**src/rtl/core/egcd_pkg.sv**
```systemverilog
// Shared constants, types and state encoding for the Euclidean GCD block.
`timescale 1ns / 1ps

package egcd_pkg;

    // Operand and result width in bits.
    localparam int OPERAND_WIDTH = 32;

    // Width of the divider step counter and the index of its last step.
    localparam int CNT_W = $clog2(OPERAND_WIDTH);
    localparam logic [CNT_W-1:0] LAST_STEP = CNT_W'(OPERAND_WIDTH - 1);

    typedef logic [OPERAND_WIDTH-1:0] word_t;

    // Controller states.
    typedef enum logic [2:0] {
        S_IDLE,
        S_TEST,
        S_DIV,
        S_UPDATE,
        S_DONE
    } state_t;

    // Commands from the controller to the datapath.
    typedef struct packed {
        logic load;
        logic div_start;
        logic div_step;
        logic update;
        logic capture;
    } cmd_t;

    // Status from the datapath to the controller.
    typedef struct packed {
        logic b_zero;
    } status_t;

endpackage

```
**src/rtl/core/euclid_gcd.sv**
```systemverilog
// Top level of the Euclidean greatest common divisor block.
`timescale 1ns / 1ps

//  Channel   Signals                                  Direction  Meaning
//  input     in_valid, in_stall, first_value,         in         one item: two signed operands
//            second_value
//  output    out_valid, out_stall, divisor            out        one item: the signed gcd
//
//  An item of operands a and b runs (a, b) <- (b, a rem b) until b is zero, with the
//  remainder truncating toward zero, and returns the final a. Each Euclid step is a zero
//  test, one quotient bit per cycle in the serial restoring divider, and an update of the
//  operand pair. Reset is asynchronous and clears the controller and the result valid
//  flag only. The block takes one item at a time; it accepts the next item while its
//  result still waits under out_stall, and holds a finished result in the done state
//  until the result register is free.
module euclid_gcd
(
    input  logic                                    clk,
    input  logic                                    rst_n,
    input  logic                                    in_valid,
    output logic                                    in_stall,
    input  logic signed [egcd_pkg::OPERAND_WIDTH-1:0] first_value,
    input  logic signed [egcd_pkg::OPERAND_WIDTH-1:0] second_value,
    output logic                                    out_valid,
    input  logic                                    out_stall,
    output logic signed [egcd_pkg::OPERAND_WIDTH-1:0] divisor
);

    egcd_pkg::cmd_t    cmd;
    egcd_pkg::status_t status;
    egcd_pkg::word_t   divisor_word;

    // Sequencing of the steps and both handshakes.
    egcd_ctrl u_ctrl
    (
        .clk       (clk),
        .rst_n     (rst_n),
        .in_valid  (in_valid),
        .in_stall  (in_stall),
        .out_valid (out_valid),
        .out_stall (out_stall),
        .status    (status),
        .cmd       (cmd)
    );

    // Operand pair, divider and the result register.
    egcd_dp u_dp
    (
        .clk          (clk),
        .rst_n        (rst_n),
        .cmd          (cmd),
        .first_value  (egcd_pkg::word_t'(first_value)),
        .second_value (egcd_pkg::word_t'(second_value)),
        .status       (status),
        .divisor      (divisor_word)
    );

    assign divisor = $signed(divisor_word);

endmodule

```
**src/rtl/core/egcd_dp.sv**
```systemverilog
// Datapath: operand registers, serial restoring divider and result register.
`timescale 1ns / 1ps

module egcd_dp
(
    input  logic                  clk,
    input  logic                  rst_n,
    input  egcd_pkg::cmd_t        cmd,
    input  egcd_pkg::word_t       first_value,
    input  egcd_pkg::word_t       second_value,
    output egcd_pkg::status_t     status,
    output egcd_pkg::word_t       divisor
);

    localparam int W = egcd_pkg::OPERAND_WIDTH;

    logic [W-1:0] a_reg,       a_next;
    logic [W-1:0] b_reg,       b_next;
    logic [W-1:0] mb_reg,      mb_next;
    logic [W-1:0] dvd_reg,     dvd_next;
    logic [W-1:0] rem_reg,     rem_next;
    logic         neg_reg,     neg_next;
    logic [W-1:0] divisor_reg, divisor_next;

    logic [W:0]   trial;
    logic [W:0]   diff;

    // One restoring division step: bring down the next dividend bit and
    // subtract the divisor magnitude when it fits.
    always_comb
    begin
        trial = {rem_reg, dvd_reg[W-1]};
        diff  = trial - {1'b0, mb_reg};
    end

    always_comb
    begin
        a_next       = a_reg;
        b_next       = b_reg;
        mb_next      = mb_reg;
        dvd_next     = dvd_reg;
        rem_next     = rem_reg;
        neg_next     = neg_reg;
        divisor_next = divisor_reg;

        if (cmd.load)
        begin
            a_next = first_value;
            b_next = second_value;
        end

        if (cmd.div_start)
        begin
            neg_next = a_reg[W-1];
            dvd_next = a_reg[W-1] ? (W'(0) - a_reg) : a_reg;
            mb_next  = b_reg[W-1] ? (W'(0) - b_reg) : b_reg;
            rem_next = '0;
        end

        if (cmd.div_step)
        begin
            rem_next = diff[W] ? trial[W-1:0] : diff[W-1:0];
            dvd_next = {dvd_reg[W-2:0], 1'b0};
        end

        // The remainder takes the sign of the dividend.
        if (cmd.update)
        begin
            a_next = b_reg;
            b_next = neg_reg ? (W'(0) - rem_reg) : rem_reg;
        end

        if (cmd.capture)
        begin
            divisor_next = a_reg;
        end
    end

    always_ff @(posedge clk)
    begin
        a_reg       <= a_next;
        b_reg       <= b_next;
        mb_reg      <= mb_next;
        dvd_reg     <= dvd_next;
        rem_reg     <= rem_next;
        neg_reg     <= neg_next;
        divisor_reg <= divisor_next;
    end

    assign status.b_zero = (b_reg == '0);
    assign divisor       = divisor_reg;

    // The finished remainder magnitude is always below the divisor magnitude.
    a_rem_below_divisor: assert property (@(posedge clk) disable iff (!rst_n)
        cmd.update |-> (rem_reg < mb_reg))
        else $error("remainder not below divisor at update");

    // A division is only started with a nonzero divisor.
    a_start_nonzero: assert property (@(posedge clk) disable iff (!rst_n)
        cmd.div_start |-> !status.b_zero)
        else $error("division started with zero divisor");

    // Every divider step works against a nonzero divisor magnitude.
    a_step_nonzero: assert property (@(posedge clk) disable iff (!rst_n)
        cmd.div_step |-> (mb_reg != '0))
        else $error("divider step with zero divisor magnitude");

endmodule

```
**src/rtl/core/egcd_ctrl.sv**
```systemverilog
// Controller: sequences Euclid steps and the serial divider, owns the handshakes.
`timescale 1ns / 1ps

module egcd_ctrl
(
    input  logic                  clk,
    input  logic                  rst_n,
    input  logic                  in_valid,
    output logic                  in_stall,
    output logic                  out_valid,
    input  logic                  out_stall,
    input  egcd_pkg::status_t     status,
    output egcd_pkg::cmd_t        cmd
);

    egcd_pkg::state_t               state_reg, state_next;
    logic [egcd_pkg::CNT_W-1:0]     cnt_reg,   cnt_next;
    logic                           out_valid_reg, out_valid_next;
    logic                           out_free;

    assign out_free = !out_valid_reg || !out_stall;

    // Next state.
    always_comb
    begin
        state_next = state_reg;
        unique case (state_reg)
            egcd_pkg::S_IDLE:
            begin
                if (in_valid)
                begin
                    state_next = egcd_pkg::S_TEST;
                end
            end
            egcd_pkg::S_TEST:
            begin
                state_next = status.b_zero ? egcd_pkg::S_DONE : egcd_pkg::S_DIV;
            end
            egcd_pkg::S_DIV:
            begin
                if (cnt_reg == egcd_pkg::LAST_STEP)
                begin
                    state_next = egcd_pkg::S_UPDATE;
                end
            end
            egcd_pkg::S_UPDATE:
            begin
                state_next = egcd_pkg::S_TEST;
            end
            egcd_pkg::S_DONE:
            begin
                if (out_free)
                begin
                    state_next = egcd_pkg::S_IDLE;
                end
            end
            default:
            begin
                state_next = egcd_pkg::S_IDLE;
            end
        endcase
    end

    // Outputs and commands.
    always_comb
    begin
        cmd      = '0;
        in_stall = 1'b1;
        cnt_next = cnt_reg;
        unique case (state_reg)
            egcd_pkg::S_IDLE:
            begin
                in_stall = 1'b0;
                cmd.load = in_valid;
            end
            egcd_pkg::S_TEST:
            begin
                cmd.div_start = !status.b_zero;
                cnt_next      = '0;
            end
            egcd_pkg::S_DIV:
            begin
                cmd.div_step = 1'b1;
                cnt_next     = cnt_reg + 1'b1;
            end
            egcd_pkg::S_UPDATE:
            begin
                cmd.update = 1'b1;
            end
            egcd_pkg::S_DONE:
            begin
                cmd.capture = out_free;
            end
            default:
            begin
                cmd = '0;
            end
        endcase
    end

    always_comb
    begin
        out_valid_next = out_valid_reg;
        if (cmd.capture)
        begin
            out_valid_next = 1'b1;
        end
        else if (!out_stall)
        begin
            out_valid_next = 1'b0;
        end
    end

    always_ff @(posedge clk or negedge rst_n)
    begin
        if (!rst_n)
        begin
            state_reg     <= egcd_pkg::S_IDLE;
            cnt_reg       <= '0;
            out_valid_reg <= 1'b0;
        end
        else
        begin
            state_reg     <= state_next;
            cnt_reg       <= cnt_next;
            out_valid_reg <= out_valid_next;
        end
    end

    assign out_valid = out_valid_reg;

    // An accepted item always starts with a zero test of the second operand.
    a_accept_to_test: assert property (@(posedge clk) disable iff (!rst_n)
        (in_valid && !in_stall) |=> (state_reg == egcd_pkg::S_TEST))
        else $error("accepted item did not enter the test state");

    // The result register is never overwritten while a result waits.
    a_no_overwrite: assert property (@(posedge clk) disable iff (!rst_n)
        cmd.capture |-> (!out_valid_reg || !out_stall))
        else $error("result overwritten while stalled");

    // A new result only appears on leaving the done state.
    a_rise_from_done: assert property (@(posedge clk) disable iff (!rst_n)
        $rose(out_valid_reg) |-> ($past(state_reg) == egcd_pkg::S_DONE))
        else $error("result raised outside the done state");

    // The update follows a full run of divider steps.
    a_update_after_div: assert property (@(posedge clk) disable iff (!rst_n)
        (state_reg == egcd_pkg::S_UPDATE) |->
            ($past(state_reg) == egcd_pkg::S_DIV &&
             $past(cnt_reg) == egcd_pkg::LAST_STEP))
        else $error("update without a complete division");

endmodule
```
**config.mk**
```make
export PLATFORM = sky130hd
export DESIGN_NAME = euclid_gcd
export DESIGN_NICKNAME = d
export VERILOG_FILES = /design/src/rtl/core/egcd_pkg.sv /design/src/rtl/core/euclid_gcd.sv /design/src/rtl/core/egcd_dp.sv /design/src/rtl/core/egcd_ctrl.sv
export SDC_FILE = /design/constraint.sdc
export NUM_CORES = 1
export LEC_CHECK = 0
export BUFFER_PORTS_ARGS = -buffer_cell sky130_fd_sc_hd__buf_2
export CAP_MARGIN = 20
export CORE_ASPECT_RATIO = 0.7
export CORE_MARGIN = 1.5
export CORE_UTILIZATION = 60
export DETAILED_ROUTE_END_ITERATION = 8
export HOLD_SLACK_MARGIN = 0.08
export PLACE_DENSITY_LB_ADDON = 0.08
export SLEW_MARGIN = 15
export SYNTH_ARGS = -nofsm -noshare
export SYNTH_HDL_FRONTEND = slang
export SYNTH_SLANG_ARGS = --single-unit
```
**constraint.sdc**
```tcl
create_clock -name clk -period 7.14 [get_ports clk]
set_clock_uncertainty 0.15 [all_clocks]
set_input_delay 1.785 -clock clk [delete_from_list [all_inputs] [get_ports clk]]
set_output_delay 1.785 -clock clk [all_outputs]
set_load 0.01 [all_outputs]
```
[Word level (Yosys, flattened, before mapping)]
Cells that the tools add are included.
Storage, ports and cells
  bits in registers: 202
  logic and storage cells: 62
  input port bits: 68
  output and inout bits: 34
Operators by class
  $add $sub $neg: 5
  reduce and logical (&&, ||, !) cells: 10
  eq/ne operators: 9
  mux-type cells: 26
Operators by type and width (count)
  $mux W32: 11
  $sub A1 B32 Y32 const A: 3
  $sub A33 B32 Y33: 1
  $logic_not A32 Y1: 1
  $mux W31: 1
  $pmux W3 S5: 1
  $mux W3: 4
  $pmux W5 S2: 1
  $mux W1: 8
  $eq A3 B2 Y1 const B: 2
  $ne A2 B1 Y1 const B: 3
  $reduce_bool A2 Y1: 3
  $add A5 B1 Y5 const B: 1
  $eq A5 B5 Y1 const B: 1
  $eq A3 B1 Y1 const B: 1
  $eq A3 B3 Y1 const B: 1
  $logic_not A1 Y1: 3
  $logic_not A3 Y1: 1
  $reduce_and A3 Y1: 1
  $ne A2 B2 Y1 const B: 1
  $logic_or A1 B1 Y1: 1

[Depth between registers and ports, before layout]
  depth after elaboration: 5
  depth in mapped cells: 14
  gate-level depth less buffers: 12

[Cells and area by module]
Synthesis repeated with hierarchy kept, for this count alone.
Unflattened totals
  cells, all modules: 1101
  area, all modules: 11801.3 µm²
By module, submodules not included
  egcd_dp: seq. area each 5785.5 µm², instances 1, area an instance 11255.8 µm², cells each 1044
  egcd_ctrl: seq. area each 225.2 µm², instances 1, area an instance 545.5 µm², cells each 57

[Worst setup path after synthesis]
No wires, ideal clock.
  path type: input to register
  start: input port in_valid
  end: register u_dp.a_reg[0], enable pin
  arrival: 4.961 ns
  setup time: 0.507 ns
  slack: 1.522 ns
  stages: 2
  path buffers: 0
  cells stage by stage: nand2_1 a21oi_1
On the way
  word-level cells in the longest chain between the ends: 2
Ends and longest elaborated chain
  from (decl): line euclid_gcd.sv:20  | input logic in_valid,
  $mux W1: line egcd_ctrl.sv:70  | unique case (state_reg)
  $reduce_bool A2 Y1 (no source line)
  to (signal assigned): line egcd_dp.sv:81  | a_reg <= a_next;
  to (decl): line egcd_dp.sv:17  | logic [W-1:0] a_reg, a_next;
Every way passes these cells.
A chain may end at the register's enable or synchronous reset.

[Worst setup path after layout]
  start: register u_dp.b_reg[13]
  end: register u_dp.dvd_reg[26], enable pin
On the way
  word-level cells in the longest chain between the ends: 4
Ends and longest elaborated chain
  from (decl): line egcd_dp.sv:18  | logic [W-1:0] b_reg, b_next;
  from (signal assigned): line egcd_dp.sv:82  | b_reg <= b_next;
  $logic_not A32 Y1: line egcd_dp.sv:90  | assign status.b_zero = (b_reg == '0);
  $logic_not A1 Y1: line egcd_ctrl.sv:78  | cmd.div_start = !status.b_zero;
  $mux W1: line egcd_ctrl.sv:70
  $reduce_bool A2 Y1 (no source line)
  to (signal assigned): line egcd_dp.sv:84  | dvd_reg <= dvd_next;
  to (decl): line egcd_dp.sv:20  | logic [W-1:0] dvd_reg, dvd_next;
Every way passes these cells.

==> impl_metrics.json <==
{
  "final_cell_mix": "edfxtp_1, nand2_1, buf_2, o21ai_0",
  "wire_per_inst_um": 19.79,
  "yosys_warnings": 0,
  "worstSetupPathType": "flop to flop",
  "area_delta_synth_final_pct": 12.31,
  "first_pass_iters": 5,
  "rsz0062_at_grt": "no",
  "core_um2": 18870,
  "finalWirelength_um": 27790,
  "p_per_area_nw_per_um2": 511.5,
  "clock_sinks": 202,
  "top_usage_layer": "met2",
  "synthFlopType": "edfxtp_1",
  "num_vias": 8576,
  "die_width_um": 168.7,
  "fp.dieArea_um2": 20060,
  "max-cap-violations": 0,
  "initialDrtViolationCount": 826,
  "clk_latency_ns": 0.49,
  "grt_overflow": 0,
  "root_buffer": "clkbuf_16",
  "grtUsageTotal_pct": 27.49,
  "period_needed_ns": 4.694,
  "cp-start-kind": "flop",
  "grt_pass1_vias": 7820,
  "via_per_inst": 6.108,
  "synth-edff-count": 192,
  "syn_area_um2": 11520,
  "max-slew-margin-rel_pct": 26.86,
  "async_reset_ff_share_pct": 4.455,
  "cts_buffers": 21,
  "synth_seq_cells": 202,
  "ant_nets": 0,
  "fillers": 1442,
  "worst-path-max-fanout": 41,
  "worstRegToRegCells": 9,
  "clk_pin_slew_ns": 0.06,
  "antenna_cells": 0,
  "multi_input_area_um2": 5224,
  "fmax_mhz": 213.0,
  "drive_gt1_share_pct": 17.13,
  "cp-end-kind": "flop",
  "synth_cell_types": 63,
  "outcome": "complete, no violations",
  "grt_use_met3_pct": 3.656,
  "start_util_pct": 61.09,
  "slew_violations": 0,
  "std_cell_rows": 42,
  "period_share_pct": 65.74,
  "post_cts_resized": 0,
  "hold_path_depth": 0,
  "final_util_pct": 68.61,
  "synth.avg_cell_area_um2": 10.86,
  "use_met1_pct": 41.37,
  "arrival_ns": 4.71,
  "grt_max_degree": 99,
  "die_height_um": 119.0,
  "cts_tree": "done",
  "grt_util_met2_pct": 42.74,
  "hold_viol_final": 0,
  "finalSetupViolations": 0,
  "synth_cells": 1061,
  "nets": 1254,
  "grt_antenna_before_repair": 0,
  "cts_setup_buffers": 0,
  "cts_buffer_depth": 3,
  "hold_path_class": "flop to flop",
  "final-seq-area_um2": 6011,
  "irDropWorstVdd_mv": 0.2954,
  "seq_area_frac_synth_pct": 52.16,
  "tightest_slew_ns": 1.097,
  "pin_count": 102,
  "synth_nets": 1167,
  "dp_hpwl_um": 19340,
  "htree_levels": 1,
  "io_buffers": 101,
  "cp_data_required_time_ns": 7.16,
  "p_leak_nw": 5.084,
  "finalSetupTns_ns": 0,
  "mostFrequentLayoutCell": "edfxtp_1",
  "cts_hold_buf": 0,
  "drc_errors": 0,
  "place_congestion": 0.8992,
  "grt_pass1_wl_um": 42900
}
## report_power, final
| part | leakage [nW] | switching, mW | internal [mW] | total (mW) |
|---|---|---|---|---|
| combinational | 2.80 | 1.85 | 1.25 | 3.10 |
| sequential | 1.96 | 0.474 | 2.02 | 2.50 |
| clock | 0.324 | 0.446 | 0.583 | 1.03 |
| total | 5.08 | 2.77 | 3.85 | 6.62 |
## cells in the mapped netlist, drive strengths merged, types with 9 or more instances
| cell | count | area share, % |
|---|---|---|
| a21oi | 46 | 2.0 |
| o31ai | 23 | 1.7 |
| mux2i | 28 | 2.4 |
| nand3 | 14 | 0.61 |
| o41ai | 13 | 0.99 |
| nand2b | 9 | 0.49 |
| nand4 | 9 | 0.49 |
| nand2 | 130 | 4.2 |
| clkbuf | 41 | 1.3 |
| dfrtp | 9 | 2.0 |
| ha | 37 | 4.0 |
| mux2 | 33 | 3.2 |
| o21ai | 109 | 4.7 |
| inv | 46 | 1.5 |
| edfxtp | 192 | 50 |
| or3 | 21 | 1.2 |
| a21o | 21 | 1.4 |
| xor2 | 53 | 4.0 |
| xnor2 | 60 | 4.6 |
| nor2 | 60 | 2.0 |
| or4 | 19 | 1.3 |
## per-stage QoR
step	power [mW]	hold slack, ns	setup WS, ns	instances	area [um^2]
finish	6.621	0.3434	2.446	1404	12940
global route	7.063	0.3662	2.255	1404	12940
CTS	6.608	0.3486	2.654	1403	12920
detailed placement	5.539	0.3346	2.716	1366	12280
global placement	5.501	0.3261	2.748	1366	12280
floorplan	4.744	0.2764	1.522	1061	11520
## logic make-up after synthesis
logic type,Yosys count,share of synthesized area [%]
buffers and inverters,92,2.996
DFF,202,52.16
AOI/OAI and AO/OA,257,13.82
muxes,61,5.656
xor gates and xnor gates,113,8.588
adders and majority gates,38,4.191
and+or+nand+nor,298,12.59
## routing by layer
metal / share of wire, % / wire length [um]
met1: 47 / 12980
met2: 45 / 12580
met3: 6.0 / 1666
met4: 2.0 / 560
met5: 0 / 0
## critical path, cell delays in order (launching register included)
cell	delay, ns
edfxtp_1	0.47
or4_1	0.59
or2_2	0.35
or3_1	0.41
nor4_1	0.86
nand2_1	0.13
nand3_1	0.13
buf_4	0.35
nand2_2	0.43
buf_4	0.47
## area by class of cell
| type | count | share of cell area (%) |
|---|---|---|
| Multi-Input combinational cell | 767 | 40.36 |
| Sequential cell | 202 | 46.44 |
| Timing Repair Buffer | 110 | 4.582 |
| Inverter | 46 | 1.334 |
| Tap cell | 242 | 2.339 |
| Clock inverter | 10 | 0.3963 |
| Clock buffer | 27 | 4.553 |
## worst paths after layout
kind                                start             endpoint  slack, ns
max in group asynchronous           rst_n  u_ctrl.state_reg[2]       5.65
setup reg to reg           u_dp.b_reg[13]     u_dp.dvd_reg[26]       2.45
hold reg to reg             u_dp.b_reg[0]       u_dp.mb_reg[0]       0.34
hold / removal              u_dp.b_reg[0]       u_dp.mb_reg[0]       0.34
setup / recovery           u_dp.b_reg[13]     u_dp.dvd_reg[26]       2.45
min in group asynchronous           rst_n  u_ctrl.state_reg[1]       1.00
No activity file was read; power rests on OpenSTA's default activity.
